`src/rtl/pdt_ram.sv`:
```
// Generic single-write, single-read RAM with registered read data.
`default_nettype none

module pdt_ram #(
    parameter int WIDTH = 8,
    parameter int DEPTH = 16,
    localparam int AW = (DEPTH > 1) ? $clog2(DEPTH) : 1
) (
    input  wire logic             i_clk,
    input  wire logic             i_we,
    input  wire logic [AW-1:0]    i_waddr,
    input  wire logic [WIDTH-1:0] i_wdata,
    input  wire logic [AW-1:0]    i_raddr,
    output logic      [WIDTH-1:0] o_rdata
);

    logic [WIDTH-1:0] r_mem [DEPTH];

    always_ff @(posedge i_clk) begin
        if (i_we) begin
            r_mem[i_waddr] <= i_wdata;
        end
        o_rdata <= r_mem[i_raddr];
    end

endmodule

`default_nettype wire

```
`config.mk`:
```
export PLATFORM = sky130hd
export DESIGN_NAME = pdt_ram
export DESIGN_NICKNAME = d
export VERILOG_FILES = /design/src/rtl/pdt_ram.sv
export SDC_FILE = /design/constraint.sdc
export NUM_CORES = 1
export LEC_CHECK = 0
export BUFFER_PORTS_ARGS = -buffer_cell sky130_fd_sc_hd__buf_2
export CORE_UTILIZATION = 54
export DETAILED_ROUTE_END_ITERATION = 10
export GPL_ROUTABILITY_DRIVEN = 0
export PLACE_DENSITY = 0.83
export SLEW_MARGIN = 5
export SYNTH_ARGS = -nofsm -noshare
export SYNTH_HDL_FRONTEND = slang
export SYNTH_SLANG_ARGS = --single-unit
```
`constraint.sdc`:
```
create_clock -name i_clk -period 1.9 [get_ports i_clk]
set_clock_uncertainty 0.2 [all_clocks]
set_input_delay 0.095 -clock i_clk [delete_from_list [all_inputs] [get_ports i_clk]]
set_output_delay 0.095 -clock i_clk [all_outputs]
set_load 0.02 [all_outputs]
```
==> reports/results.ini <==
[outcome]
status=finished clean

[setup_path]
setup.worst_path.class=primary input to flip-flop
r2r_start=r_mem[10][3]$_DFFE_PP_
startpoint_type=primary input
crit_family=buffers and inverters
cp.required_ns=2.07
critPathMaxStageDelay_ns=0.56
path_cells=dlygate4sd3_1 -> buf_2 -> buf_12 -> mux4_1 -> a22oi_1 -> nand2_1
crit_fanout=21
slowest_stage=mux4_1
cp-end-kind=flip-flop
cp_num_buf_inv=3
crit_start=i_raddr[0]
rrSetupSlack_ns=0.29
critPathArrivalTime_ns=1.98

[timing]
min_period_ns=1.81
setup_tns_ns=0
setup_violations=0
final-hold-violation-count=0
timing.final.crit_share=0.952
relSlewSlack=0.759
slew_viol_final=0
rsz0062_at_grt=no
setup_slack_ns=0.0917
worstMarginPinSlew_ns=0.362
fmaxAchievable_mhz=553

[routing]
wl_um=9750
wl_per_cell_um=22.1
firstDrtPassIters=4
drtIter0Drc=175
viasPerCell=5.75
vias=2542
drc=0
final_antenna_net_count=0

[global_route]
grt_pass1_vias=2619
antenna_found_initial=0
grt_use_met2=0.344
grt_overflow=0
gr-usage-all-layers=0.222
busiest_layer=met2
globalRouteMet3Util=0.0520
grt_pass1_wl_um=15100
grt_start_max_net_pins=33
globalRouteMet1Util=0.298

[placement]
numPortBuffers=25
dp.final_hpwl_um=5850
post_dp_cell_area_um2=5540
pre_cts_slack_ns=0.158

[layout]
area_growth_pct=20.8
nets=318
final_area_um2=6220
drive_gt1_frac=0.310
antenna_cells=0
fill_cells=566
final_util=0.673

[clocking]
cts_max_path_buffers=2
clkTransAtPathRegs_ns=0.06
cts_resized=0
cts_tree=yes
cts_num_sinks=136
clockRootBuffer=clkbuf_8
htreeDepth=4
postCtsSetupBuffers=0
cts_made_buffers=17
worstSkewPairLatency_ns=0.52
cts.hold.buffers_added=15

[logic_synthesis]
avgSynthCellArea_um2=22.5
synth_warnings=0
yosysTopAreaCellShare=0.747
synthTopCellsByArea=edfxtp_1 (75%), mux4_2 (7.9%), mux4_1 (7.1%), dfxtp_1 (3.1%), a22oi_1 (2.3%)
synth_fp_nets=247
synthCells=229
synth-seq-cells=136
yosysSeqAreaShare=0.778
synth_top_cell_by_area=edfxtp_1
syn_area_um2=5150
synthDistinctLibCells=19

[power_and_ir_drop]
swShare=0.224
power.leakage_nw=2.15
ir_drop_mv=0.554
p_seq_frac=0.510
powerDensity_nw_per_um2=1060
power_mw=6.61
p_comb_frac=0.055
power.internal_mw=5.13
power_frac_clock=0.435
switching_power_mw=1.48

[floorplanning]
core_region_area_um2=9240
row_count=35
die_w_um=99.6
dieArea_um2=9930
dieHeight_um=99.6
ios=26
initial_core_util=0.557

[flow_run]
drv_cap=0

[hold_path]
hold_start=i_raddr[1]
hp-class=primary input to flip-flop

## per-stage QoR
| stage | cells | hold slack [ns] |
|---|---|---|
| global placement | 395 | 0.275 |
| CTS | 442 | 0.0132 |
| finish | 442 | 0.0288 |
| floorplan | 229 | -0.00613 |
| detailed placement | 395 | 0.289 |
| global route | 442 | 0.0433 |
## kinds of logic (layout without fill, tap and decap cells)
logic type	after synthesis	after routing	synth area share
AO/OA/AOI/OAI	16	16	0.0233
buffers and inverters	10	94	0.0168
multiplexers	32	32	0.150
AND/OR/NAND/NOR	35	35	0.0318
flip-flops	136	136	0.778
## power by group through the flow
stage / Sequential (mW) / Clock, mW / Combinational [mW]
detailed placement: 3.44 / 0 / 0.336
CTS: 3.37 / 2.91 / 0.363
floorplan: 3.46 / 0 / 0.170
global route: 3.38 / 3.05 / 0.388
finish: 3.37 / 2.88 / 0.360
global placement: 3.43 / 0 / 0.326
## final timing paths
kind | endpoint | depth (start not counted)
min reg2reg | o_rdata[1]$_DFF_P_ | 3
max reg2reg | o_rdata[3]$_DFF_P_ | 3
max | o_rdata[3]$_DFF_P_ | 6
min | o_rdata[1]$_DFF_P_ | 5
## layer usage
| metal | share of wire | vias to the layer above |
|---|---|---|
| met5 | 0 | - |
| met4 | 0.030 | 0 |
| met3 | 0.062 | 29 |
| met2 | 0.50 | 109 |
| met1 | 0.41 | 1281 |
| li1 | - | 1123 |
## cell usage after synthesis
| library cell | number |
|---|---|
| edfxtp_1 | 128 |
| dfxtp_1 | 8 |
| or3b_2 | 1 |
| and2b_1 | 1 |
| nand3_1 | 1 |
| a22oi_1 | 16 |
| mux4_1 | 14 |
| nand2_1 | 9 |
| buf_6 | 3 |
| nor2b_1 | 1 |
| nor2_1 | 13 |
| nand2b_1 | 2 |
| and2_1 | 1 |
| mux4_2 | 18 |
| buf_4 | 1 |
| buf_2 | 3 |
| nor3_1 | 4 |
| clkdlybuf4s25_2 | 3 |
| nand3b_1 | 2 |
## placed cells by master, fill, tap and decap left out, types with 8 or more instances in the layout
| cell | count |
|---|---|
| nor2_1 | 13 |
| edfxtp_1 | 128 |
| dfxtp_1 | 8 |
| mux4_1 | 14 |
| buf_4 | 20 |
| buf_2 | 25 |
| clkbuf_16 | 16 |
| dlygate4sd3_1 | 15 |
| nand2_1 | 9 |
| a22oi_1 | 16 |
| mux4_2 | 18 |
## flip-flops by register name, indices dropped and copies added, names as in the netlist
signal   cells
r_mem      128
o_rdata      8
## area by class of cell
class	count	area [um2]	share of cell area
timing repair buffer	62	465	0.0748
clock inverter	15	118	0.0189
sequential	136	4000	0.644
multi-input combinational	83	1060	0.170
clock buffer	17	414	0.0666
tap	129	161	0.0260
## worst reg2reg max path, stage by stage, from the launching register on
cell,delay [ns]
edfxtp_1,0.37
mux4_1,0.49
a22oi_1,0.26
nand2_1,0.15
Note: power is estimated with default switching activity, not from simulation.
